**config.mk**
```make
export PLATFORM = sky130hd
export DESIGN_NAME = signed_integer_to_radix_symbols_flat
export DESIGN_NICKNAME = d
export VERILOG_FILES = /design/src/rtl/core/sirs_pkg.sv /design/src/rtl/core/sirs_if.sv /design/src/rtl/core/sirs_front.sv /design/src/rtl/core/sirs_fifo.sv /design/src/rtl/core/sirs_back.sv /design/src/rtl/core/signed_integer_to_radix_symbols.sv /design/src/flat_wrapper.sv
export VERILOG_INCLUDE_DIRS = /design/src /design/src/rtl/core
export SDC_FILE = /design/constraint.sdc
export NUM_CORES = 2
export LEC_CHECK = 0
export ABC_CLOCK_PERIOD_IN_PS = 16239
export BUFFER_PORTS_ARGS = -buffer_cell sky130_fd_sc_hd__buf_4
export CORE_MARGIN = 2
export CORE_UTILIZATION = 25
export CTS_CLUSTER_SIZE = 28
export DETAILED_ROUTE_END_ITERATION = 10
export SYNTH_ARGS = -nofsm -noshare
export SYNTH_HDL_FRONTEND = slang
export SYNTH_SLANG_ARGS = --single-unit
```
**constraint.sdc**
```tcl
create_clock -name clk -period 16.24 [get_ports clk]
set_input_delay 3.248 -clock clk [delete_from_list [all_inputs] [get_ports clk]]
set_output_delay 3.248 -clock clk [all_outputs]
set_load 0.05 [all_outputs]
```
**src/rtl/core/signed_integer_to_radix_symbols_defines.svh**
```systemverilog
// Assertion macros for the radix symbol renderer.
// Each macro checks one implication on the rising edge of the given clock,
// and is disabled while the given active-low reset is asserted.
`ifndef SIGNED_INTEGER_TO_RADIX_SYMBOLS_DEFINES_SVH
`define SIGNED_INTEGER_TO_RADIX_SYMBOLS_DEFINES_SVH
`ifndef SYNTHESIS
`define SIRS_ASSERT_NOW(lbl, clk, rst_n, ante, cons) \
  lbl: assert property (@(posedge clk) disable iff (!rst_n) (ante) |-> (cons)) \
    else $error("sirs: same-cycle check failed");
`define SIRS_ASSERT_NEXT(lbl, clk, rst_n, ante, cons) \
  lbl: assert property (@(posedge clk) disable iff (!rst_n) (ante) |=> (cons)) \
    else $error("sirs: next-cycle check failed");
`else
`define SIRS_ASSERT_NOW(lbl, clk, rst_n, ante, cons)
`define SIRS_ASSERT_NEXT(lbl, clk, rst_n, ante, cons)
`endif
`endif

```
**src/rtl/core/sirs_pkg.sv**
```systemverilog
package sirs_pkg;

  localparam int unsigned NUM_W      = 32;
  localparam int unsigned CHAR_W     = 8;
  localparam int unsigned DIGIT_W    = 4;
  localparam int unsigned BASE_W     = 5;
  localparam int unsigned MAX_DIGITS = 32;
  localparam int unsigned ADDR_W     = 5;
  localparam int unsigned CNT_W      = 6;

  localparam logic [CHAR_W-1:0] SYM_PLUS  = 8'h2B;
  localparam logic [CHAR_W-1:0] SYM_MINUS = 8'h2D;
  localparam logic [CHAR_W-1:0] SYM_LOW   = 8'd32;
  localparam logic [CHAR_W-1:0] SYM_HIGH  = 8'd126;

  typedef struct packed {
    logic [BASE_W-1:0] base_size;
    logic [63:0]       symbols_high;
    logic [63:0]       symbols_low;
  } cfg_t;

  // One classified number waiting for the back end.
  typedef struct packed {
    logic             invalid;
    logic             neg;
    logic [NUM_W-1:0] mag;
  } job_t;

  function automatic logic [CHAR_W-1:0] symbol_at(cfg_t cfg, logic [DIGIT_W-1:0] idx);
    logic [127:0] all;
    all = {cfg.symbols_high, cfg.symbols_low};
    return all[{idx, 3'b000} +: CHAR_W];
  endfunction

endpackage

```
**src/rtl/core/sirs_if.sv**
```systemverilog
interface sirs_in_if;
  logic                              valid;
  logic                              ready;
  logic signed [sirs_pkg::NUM_W-1:0] number;
  modport source (output valid, number, input ready);
  modport sink (input valid, number, output ready);
endinterface

interface sirs_out_if;
  logic                        valid;
  logic                        ready;
  logic [sirs_pkg::CHAR_W-1:0] character;
  logic                        last;
  logic                        base_invalid;
  modport source (output valid, character, last, base_invalid, input ready);
  modport sink (input valid, character, last, base_invalid, output ready);
endinterface

```
**src/rtl/core/sirs_front.sv**
```systemverilog
module sirs_front #(
  parameter int MAX_SYMBOLS = 16
) (
  sirs_in_if.sink          in_ch,
  input  sirs_pkg::cfg_t   cfg,
  output logic             push,
  output sirs_pkg::job_t   push_job,
  input  logic             full
);

  logic                         base_ok;
  logic [sirs_pkg::CHAR_W-1:0]  c;
  logic [sirs_pkg::NUM_W-1:0]   raw;

  // Check the symbol set against the current registers.
  always_comb begin
    base_ok = (cfg.base_size >= 5'd2) &&
              (cfg.base_size <= sirs_pkg::BASE_W'(MAX_SYMBOLS));
    c = '0;
    for (int a = 0; a < MAX_SYMBOLS; a++) begin
      if (a < cfg.base_size) begin
        c = sirs_pkg::symbol_at(cfg, sirs_pkg::DIGIT_W'(a));
        if (c == sirs_pkg::SYM_PLUS || c == sirs_pkg::SYM_MINUS ||
            c < sirs_pkg::SYM_LOW || c > sirs_pkg::SYM_HIGH) begin
          base_ok = 1'b0;
        end
        for (int b = a + 1; b < MAX_SYMBOLS; b++) begin
          if (b < cfg.base_size &&
              sirs_pkg::symbol_at(cfg, sirs_pkg::DIGIT_W'(b)) == c) begin
            base_ok = 1'b0;
          end
        end
      end
    end
  end

  assign raw              = in_ch.number;
  assign in_ch.ready      = !full;
  assign push             = in_ch.valid && !full;
  assign push_job.invalid = !base_ok;
  assign push_job.neg     = raw[sirs_pkg::NUM_W-1];
  assign push_job.mag     = raw[sirs_pkg::NUM_W-1] ? (~raw + 32'd1) : raw;

endmodule

```
**src/rtl/core/sirs_fifo.sv**
```systemverilog
module sirs_fifo (
  input  logic           clk,
  input  logic           rst_n,
  input  logic           push,
  input  sirs_pkg::job_t push_job,
  output logic           full,
  input  logic           pop,
  output sirs_pkg::job_t pop_job,
  output logic           empty
);

  localparam int unsigned DEPTH = 2;

  sirs_pkg::job_t q_r [DEPTH];
  logic           wr_ptr_r, wr_ptr_nxt;
  logic           rd_ptr_r, rd_ptr_nxt;
  logic [1:0]     cnt_r, cnt_nxt;

  assign full    = (cnt_r == 2'(DEPTH));
  assign empty   = (cnt_r == 2'd0);
  assign pop_job = q_r[rd_ptr_r];

  always_comb begin
    wr_ptr_nxt = wr_ptr_r;
    rd_ptr_nxt = rd_ptr_r;
    cnt_nxt    = cnt_r;
    if (push) begin
      wr_ptr_nxt = ~wr_ptr_r;
    end
    if (pop) begin
      rd_ptr_nxt = ~rd_ptr_r;
    end
    if (push && !pop) begin
      cnt_nxt = cnt_r + 2'd1;
    end else if (pop && !push) begin
      cnt_nxt = cnt_r - 2'd1;
    end
  end

  always_ff @(posedge clk) begin
    if (!rst_n) begin
      wr_ptr_r <= 1'b0;
      rd_ptr_r <= 1'b0;
      cnt_r    <= 2'd0;
    end else begin
      wr_ptr_r <= wr_ptr_nxt;
      rd_ptr_r <= rd_ptr_nxt;
      cnt_r    <= cnt_nxt;
    end
  end

  always_ff @(posedge clk) begin
    if (push) begin
      q_r[wr_ptr_r] <= push_job;
    end
  end

endmodule

```
**src/rtl/core/sirs_back.sv**
```systemverilog
module sirs_back (
  input  logic           clk,
  input  logic           rst_n,
  input  sirs_pkg::cfg_t cfg,
  input  logic           empty,
  input  sirs_pkg::job_t pop_job,
  output logic           pop,
  sirs_out_if.source     out_ch
);

  typedef enum logic [5:0] {
    ST_IDLE = 6'b000001,
    ST_DIV  = 6'b000010,
    ST_SIGN = 6'b000100,
    ST_RD   = 6'b001000,
    ST_LOAD = 6'b010000,
    ST_OUT  = 6'b100000
  } state_t;

  state_t                        state_r, state_nxt;
  logic [sirs_pkg::NUM_W-1:0]    mag_r, mag_nxt;
  logic [sirs_pkg::DIGIT_W-1:0]  rem_r, rem_nxt;
  logic [1:0]                    step_r, step_nxt;
  logic                          neg_r, neg_nxt;
  logic [sirs_pkg::CNT_W-1:0]    cnt_r, cnt_nxt;
  logic [sirs_pkg::CHAR_W-1:0]   char_r, char_nxt;
  logic                          last_r, last_nxt;
  logic                          inv_r, inv_nxt;

  logic [sirs_pkg::DIGIT_W-1:0]  mem_r [sirs_pkg::MAX_DIGITS];
  logic [sirs_pkg::DIGIT_W-1:0]  rdata_r;
  logic                          mem_we, mem_re;
  logic [sirs_pkg::ADDR_W-1:0]   rd_addr;

  logic [sirs_pkg::DIGIT_W-1:0]  div_r;
  logic [sirs_pkg::DIGIT_W:0]    div_acc;
  logic [7:0]                    div_q;
  logic [sirs_pkg::DIGIT_W-1:0]  div_rem;
  logic [sirs_pkg::NUM_W-1:0]    div_quo;

  // Eight restoring steps: feed the top byte of the dividend through the remainder.
  always_comb begin
    div_r   = rem_r;
    div_acc = '0;
    div_q   = '0;
    for (int i = 7; i >= 0; i--) begin
      div_acc = {div_r, mag_r[24+i]};
      if (div_acc >= cfg.base_size) begin
        div_acc  = div_acc - cfg.base_size;
        div_q[i] = 1'b1;
      end
      div_r = div_acc[sirs_pkg::DIGIT_W-1:0];
    end
    div_rem = div_r;
    div_quo = {mag_r[23:0], div_q};
  end

  assign rd_addr = sirs_pkg::ADDR_W'(cnt_r - 6'd1);

  always_comb begin
    state_nxt = state_r;
    mag_nxt   = mag_r;
    rem_nxt   = rem_r;
    step_nxt  = step_r;
    neg_nxt   = neg_r;
    cnt_nxt   = cnt_r;
    char_nxt  = char_r;
    last_nxt  = last_r;
    inv_nxt   = inv_r;
    pop       = 1'b0;
    mem_we    = 1'b0;
    mem_re    = 1'b0;
    case (state_r)
      ST_IDLE: begin
        if (!empty) begin
          pop = 1'b1;
          if (pop_job.invalid) begin
            char_nxt  = '0;
            last_nxt  = 1'b1;
            inv_nxt   = 1'b1;
            cnt_nxt   = '0;
            state_nxt = ST_OUT;
          end else begin
            mag_nxt   = pop_job.mag;
            neg_nxt   = pop_job.neg;
            rem_nxt   = '0;
            step_nxt  = '0;
            cnt_nxt   = '0;
            inv_nxt   = 1'b0;
            state_nxt = ST_DIV;
          end
        end
      end
      ST_DIV: begin
        mag_nxt  = div_quo;
        rem_nxt  = div_rem;
        step_nxt = step_r + 2'd1;
        if (step_r == 2'd3) begin
          // Digit finished: store remainder, restart on the quotient.
          mem_we  = 1'b1;
          rem_nxt = '0;
          cnt_nxt = cnt_r + 6'd1;
          if (div_quo == '0 || cnt_r == 6'(sirs_pkg::MAX_DIGITS - 1)) begin
            state_nxt = ST_SIGN;
          end
        end
      end
      ST_SIGN: begin
        if (neg_r) begin
          char_nxt  = sirs_pkg::SYM_MINUS;
          last_nxt  = 1'b0;
          state_nxt = ST_OUT;
        end else begin
          state_nxt = ST_RD;
        end
      end
      ST_RD: begin
        mem_re    = 1'b1;
        state_nxt = ST_LOAD;
      end
      ST_LOAD: begin
        char_nxt  = sirs_pkg::symbol_at(cfg, rdata_r);
        last_nxt  = (cnt_r == 6'd1);
        cnt_nxt   = cnt_r - 6'd1;
        state_nxt = ST_OUT;
      end
      ST_OUT: begin
        if (out_ch.ready) begin
          state_nxt = last_r ? ST_IDLE : ST_RD;
        end
      end
      default: begin
        state_nxt = ST_IDLE;
      end
    endcase
  end

  always_ff @(posedge clk) begin
    if (!rst_n) begin
      state_r <= ST_IDLE;
      cnt_r   <= '0;
    end else begin
      state_r <= state_nxt;
      cnt_r   <= cnt_nxt;
    end
  end

  always_ff @(posedge clk) begin
    mag_r  <= mag_nxt;
    rem_r  <= rem_nxt;
    step_r <= step_nxt;
    neg_r  <= neg_nxt;
    char_r <= char_nxt;
    last_r <= last_nxt;
    inv_r  <= inv_nxt;
  end

  always_ff @(posedge clk) begin
    if (mem_we) begin
      mem_r[cnt_r[sirs_pkg::ADDR_W-1:0]] <= div_rem;
    end
  end

  always_ff @(posedge clk) begin
    if (mem_re) begin
      rdata_r <= mem_r[rd_addr];
    end
  end

  assign out_ch.valid        = (state_r == ST_OUT);
  assign out_ch.character    = char_r;
  assign out_ch.last         = last_r;
  assign out_ch.base_invalid = inv_r;

endmodule

```
**src/rtl/core/signed_integer_to_radix_symbols.sv**
```systemverilog
// Channel | Direction | Beat payload                      | Handshake
// in_ch   | sink      | number (32-bit signed)            | valid / ready
// out_ch  | source    | character (8), last, base_invalid | valid / ready
// cfg     | APB slave | base_size, symbols_low/high @ 8*i | psel/penable, pready = 1
//
// Per number: a pop from the queue, the divider working out each digit (8
// restoring steps per cycle), a sign decision (plus a '-' beat for a negative
// number), then per digit beat a digit store read, a symbol lookup and the
// output beat. An out_ch stall holds the current beat until it is taken.
// An invalid symbol set yields one status beat.
// Reset (rst_n low, synchronous) clears registers, queue and sequencer.
// The front end takes a new number while the back end stalls on out_ch, until
// its two-entry queue fills.
`include "signed_integer_to_radix_symbols_defines.svh"

module signed_integer_to_radix_symbols #(
  parameter int MAX_SYMBOLS = 16
) (
  input  logic        clk,
  input  logic        rst_n,
  sirs_in_if.sink     in_ch,
  sirs_out_if.source  out_ch,
  input  logic        psel,
  input  logic        penable,
  input  logic        pwrite,
  input  logic [4:0]  paddr,
  input  logic [63:0] pwdata,
  output logic [63:0] prdata,
  output logic        pready
);

  // Register indexes, taken from paddr[4:3].
  localparam logic [1:0] REG_BASE_SIZE    = 2'd0;
  localparam logic [1:0] REG_SYMBOLS_LOW  = 2'd1;
  localparam logic [1:0] REG_SYMBOLS_HIGH = 2'd2;

  logic [sirs_pkg::BASE_W-1:0] base_size_r;
  logic [63:0]                 symbols_low_r;
  logic [63:0]                 symbols_high_r;
  logic                        cfg_wr;
  sirs_pkg::cfg_t              cfg;

  logic                        q_push;
  sirs_pkg::job_t              q_push_job;
  logic                        q_full;
  logic                        q_pop;
  sirs_pkg::job_t              q_pop_job;
  logic                        q_empty;

  assign pready = 1'b1;
  assign cfg_wr = psel && penable && pwrite && pready;

  // Config writes: unknown indexes are dropped.
  always_ff @(posedge clk) begin
    if (!rst_n) begin
      base_size_r    <= '0;
      symbols_low_r  <= '0;
      symbols_high_r <= '0;
    end else if (cfg_wr) begin
      case (paddr[4:3])
        REG_BASE_SIZE:    base_size_r    <= pwdata[sirs_pkg::BASE_W-1:0];
        REG_SYMBOLS_LOW:  symbols_low_r  <= pwdata;
        REG_SYMBOLS_HIGH: symbols_high_r <= pwdata;
        default: begin
        end
      endcase
    end
  end

  always_comb begin
    case (paddr[4:3])
      REG_BASE_SIZE:    prdata = {59'd0, base_size_r};
      REG_SYMBOLS_LOW:  prdata = symbols_low_r;
      REG_SYMBOLS_HIGH: prdata = symbols_high_r;
      default:          prdata = '0;
    endcase
  end

  assign cfg.base_size    = base_size_r;
  assign cfg.symbols_low  = symbols_low_r;
  assign cfg.symbols_high = symbols_high_r;

  // Front end: validate the symbol set, form sign and magnitude, enqueue.
  sirs_front #(
    .MAX_SYMBOLS (MAX_SYMBOLS)
  ) u_front (
    .in_ch    (in_ch),
    .cfg      (cfg),
    .push     (q_push),
    .push_job (q_push_job),
    .full     (q_full)
  );

  sirs_fifo u_fifo (
    .clk      (clk),
    .rst_n    (rst_n),
    .push     (q_push),
    .push_job (q_push_job),
    .full     (q_full),
    .pop      (q_pop),
    .pop_job  (q_pop_job),
    .empty    (q_empty)
  );

  // Back end: divide into the digit store, then emit sign and symbols.
  sirs_back u_back (
    .clk     (clk),
    .rst_n   (rst_n),
    .cfg     (cfg),
    .empty   (q_empty),
    .pop_job (q_pop_job),
    .pop     (q_pop),
    .out_ch  (out_ch)
  );

  // A status beat is always a single, zero-character, final beat.
  `SIRS_ASSERT_NOW(a_status_form, clk, rst_n, out_ch.valid && out_ch.base_invalid, out_ch.last && out_ch.character == 8'd0)
  // The sign never ends a text: digits follow it.
  `SIRS_ASSERT_NOW(a_sign_not_last, clk, rst_n, out_ch.valid && !out_ch.base_invalid && out_ch.character == sirs_pkg::SYM_MINUS, !out_ch.last)
  // An accepted number is held in the queue on the next cycle.
  `SIRS_ASSERT_NEXT(a_queue_holds, clk, rst_n, in_ch.valid && in_ch.ready, !q_empty)

endmodule

```
**src/flat_wrapper.sv**
```systemverilog
// flat-port wrapper written by rule: the top's interface ports become plain ports
module signed_integer_to_radix_symbols_flat 
#(
  parameter int MAX_SYMBOLS = 16
)
  (clk, rst_n, psel, penable, pwrite, paddr, pwdata, prdata, pready, in_ch_valid, in_ch_number, in_ch_ready, out_ch_valid, out_ch_character, out_ch_last, out_ch_base_invalid, out_ch_ready);
  sirs_in_if in_ch_i ();
  sirs_out_if out_ch_i ();
  input  logic clk;
  input  logic rst_n;
  input  logic psel;
  input  logic penable;
  input  logic pwrite;
  input  logic [4:0] paddr;
  input  logic [63:0] pwdata;
  output logic [63:0] prdata;
  output logic pready;
  input wire logic [$bits(in_ch_i.valid)-1:0] in_ch_valid;
  input wire logic [$bits(in_ch_i.number)-1:0] in_ch_number;
  output wire logic [$bits(in_ch_i.ready)-1:0] in_ch_ready;
  output wire logic [$bits(out_ch_i.valid)-1:0] out_ch_valid;
  output wire logic [$bits(out_ch_i.character)-1:0] out_ch_character;
  output wire logic [$bits(out_ch_i.last)-1:0] out_ch_last;
  output wire logic [$bits(out_ch_i.base_invalid)-1:0] out_ch_base_invalid;
  input wire logic [$bits(out_ch_i.ready)-1:0] out_ch_ready;
  assign in_ch_i.valid = in_ch_valid;
  assign in_ch_i.number = in_ch_number;
  assign in_ch_ready = in_ch_i.ready;
  assign out_ch_valid = out_ch_i.valid;
  assign out_ch_character = out_ch_i.character;
  assign out_ch_last = out_ch_i.last;
  assign out_ch_base_invalid = out_ch_i.base_invalid;
  assign out_ch_i.ready = out_ch_ready;
  signed_integer_to_radix_symbols #(.MAX_SYMBOLS(MAX_SYMBOLS)) u_core (.clk(clk), .rst_n(rst_n), .in_ch(in_ch_i), .out_ch(out_ch_i), .psel(psel), .penable(penable), .pwrite(pwrite), .paddr(paddr), .pwdata(pwdata), .prdata(prdata), .pready(pready));
endmodule
```
==> reports/results.ini <==
[status]
status = finished, final reports clean

[synth]
synth-main-ff-cell = edfxtp_1
syn_area_per_cell_um2 = 9.421
synth_cells = 3414
synth_seq_cells = 399
synth-edff-count = 249
synthArstFlopShare = 0
synth_area_mm2 = 0.03216
synth_cell_types = 75
yosysWarnings = 0
syn_nets = 3577
yosysSeqAreaShare = 0.3258

[global_route]
grt_max_degree = 80
grtUsageTotal = 0.1873
grt_overflow = 0
grt_pass1_vias = 26270
grt_pass1_wl_mm = 184.2
antenna_found_initial = 10

[hold_path]
hold_path.class = flip-flop to flip-flop

[power_and_ir_drop]
ir_drop_mv = 0.6825
power_density_mw_per_mm2 = 177.3
p_sw_frac = 0.4056
p_total_mw = 6.498
clockPowerShare = 0.151
p_int_mw = 3.863
leakage_nw = 13.82
switchingPower_mw = 2.636
seq_power_share = 0.370
combinationalPowerShare = 0.479

[timing]
finalHoldViolCount = 0
max_freq_mhz = 66.88
fin_setup_tns_ns = 0
finalCriticalPeriod_ns = 14.95
slew_headroom = 0.05999
rsz0062_at_grt = no
finClkSkew_ns = 0.05544
setup_violations = 0
tightest_slew_ns = 1.401
drv_slew = 0
worst_slack_ns = 1.288
period_share = 0.9207
hold_ws_ns = 0.5455

[routing]
wire_per_inst_um = 24.97
num_vias = 27600
first_iter_violations = 3569
drc = 0
wirelength_mm = 127.3
ant_nets = 0
via_per_inst = 5.413
drtPass1Iterations = 7

[setup_path]
cp_max_fo = 32
cpMostUsedCell = a21o_1
crit_slowest_cell = a21oi_2
worstSetupEndpointType = flip-flop
worstSetupPathType = flip-flop to flip-flop
worst_path_largest_cell_delay_ns = 0.91
worstPathRequired_ns = 16.45
cp.arrival_ns = 15.16
worst_setup_path_start_kind = flip-flop

[clock_tree]
cts_buffers = 42
clkSinkCount = 399
cts_hold_buffers = 0
cts-root-buf = clkbuf_16
cts_setup_buffers = 0
cts_resized = 0
cts_buffer_depth = 3
tritoncts = done
path_clk_slew_ns = 0.06
cts_max_level = 2
clk_latency_ns = 0.64

[layout]
fill_cells = 13330
fin_cells = 5099
utilization = 0.2870
drive_gt1_frac = 0.1505
final_common_cell = xnor2_1
fin_nets = 3567
syn_to_final_growth_pct = 13.92
final_cell_mix = xnor2_1, xor2_1, nand2_1
finish.instance_area_mm2 = 0.03664

[place]
dp_hpwl_mm = 80.22
numPortBuffers = 180
dpl_cell_area_mm2 = 0.03528
dp_slack_ns = 1.348
gp_congestion = 0.9823
dpl.cell_count = 5022

[floorplan]
die_y_um = 362.7
io_pins = 185
die_w_um = 362.7
start_util = 0.2519
rows = 131
die-area_mm2 = 0.1315
core_mm2 = 0.1277

[flow_run]
maxCapViolCount = 0

[per-layer routing]
layer | GRT usage | share of wire
met1 | 0.2484 | 0.40
met4 | 0.07575 | 0.045
met5 | 0 | 0.0017
met3 | 0.04838 | 0.11
met2 | 0.2888 | 0.44
[kinds of logic (layout without fill, tap and decap cells)]
family | count (synthesis) | after routing | share of synthesized area
multiplexers | 144 | 144 | 0.07632
XOR/XNOR | 997 | 997 | 0.2715
AND/OR/NAND/NOR | 913 | 913 | 0.1444
flip-flops | 399 | 399 | 0.3258
adder cells (fa/ha/maj) | 55 | 55 | 0.02326
AO/OA/AOI/OAI | 476 | 476 | 0.1059
buffers and inverters | 429 | 450 | 0.05271
other | 1 | 3 | 0.0001166
[cells in the mapped netlist (all sizes together), types with 6 or more instances]
| library cell | number | area [um^2] |
|---|---|---|
| o21bai | 7 | 52.55 |
| mux4 | 80 | 1802 |
| o41ai | 7 | 68.82 |
| mux2i | 54 | 540.5 |
| dfxtp | 150 | 3003 |
| nor4b | 14 | 122.6 |
| xor2 | 384 | 3363 |
| fa | 8 | 160.2 |
| ha | 47 | 588.1 |
| buf | 193 | 809.5 |
| a21o | 43 | 322.8 |
| or3 | 7 | 50.05 |
| nor3 | 67 | 335.3 |
| a21boi | 134 | 1006 |
| nand4 | 159 | 994.7 |
| nand3b | 7 | 52.55 |
| edfxtp | 249 | 7477 |
| xnor2 | 613 | 5369 |
| a31oi | 32 | 200.2 |
| nor4 | 124 | 797.0 |
| o21ai | 69 | 345.3 |
| inv | 43 | 161.4 |
| a22o | 59 | 516.8 |
| clkbuf | 193 | 724.4 |
| o22ai | 10 | 62.56 |
| nand3 | 48 | 245.2 |
| nand2b | 12 | 82.58 |
| a21oi | 34 | 170.2 |
| nor2b | 15 | 93.84 |
| nand2 | 343 | 1287 |
| nor2 | 78 | 292.8 |
| mux2 | 10 | 112.6 |
| and2 | 12 | 75.07 |
| a41oi | 6 | 52.55 |
| o31ai | 28 | 210.2 |
[sequential cells by signal, summed over array words and instances (netlist names), 2 cells and up, named ones only]
name                            flops
u_core.u_back.mem_r               128
u_core.symbols_low_r               64
u_core.u_back.state_r               6
u_core.u_back.rdata_r               4
u_core.u_back.rem_r                 4
u_core.u_back.out_ch.character      8
u_core.u_back.cnt_r                 6
u_core.u_back.mag_r                32
u_core.symbols_high_r              64
u_core.u_fifo.q_r                  68
u_core.u_back.step_r                2
u_core.base_size_r                  5
u_core.u_fifo.cnt_r                 2
[power by group through the flow]
stage	Combinational, mW	Clock (mW)	Sequential (mW)
final	3.11	0.982	2.40
after global routing	3.43	1.04	2.35
after CTS	3.10	0.999	2.39
after detailed placement	3.09	0	2.41
after global placement	3.05	0	2.47
after floorplan	2.11	0	2.64
[final timing paths]
check | slack [ns] | cells past startpoint | to | from
worst min-delay path | 0.55 | 1 | u_core.u_back.neg_r | u_core.u_fifo.q_r[1][32]
worst max-delay path | 1.29 | 54 | u_core.u_back.mem_r[26][2] | u_core.base_size_r[1]
worst min register to register | 0.55 | 1 | u_core.u_back.neg_r | u_core.u_fifo.q_r[1][32]
worst max register to register | 1.29 | 54 | u_core.u_back.mem_r[26][2] | u_core.base_size_r[1]
[layout make-up]
class	count	area (um^2)	area share
Antenna cell	2	5.005	0.0001366
Clock buffer	59	1156	0.03155
Clock inverter	16	198.9	0.005429
Inverter	43	161.4	0.004405
Multi-Input combinational cell	2586	20070	0.5476
Sequential cell	399	10480	0.2861
Tap cell	1662	2079	0.05675
Timing Repair Buffer	332	2492	0.06802
[critical path: cells and delay by family, from the launching register on]
family / cells / cell delay, ns
AO/OA/AOI/OAI: 31 / 7.02
AND/OR/NAND/NOR: 5 / 0.86
buffers and inverters: 4 / 0.86
adder cells (fa/ha/maj): 8 / 2.63
flip-flops: 1 / 0.74
multiplexers: 6 / 2.34
(Power assumes the default switching activity.)
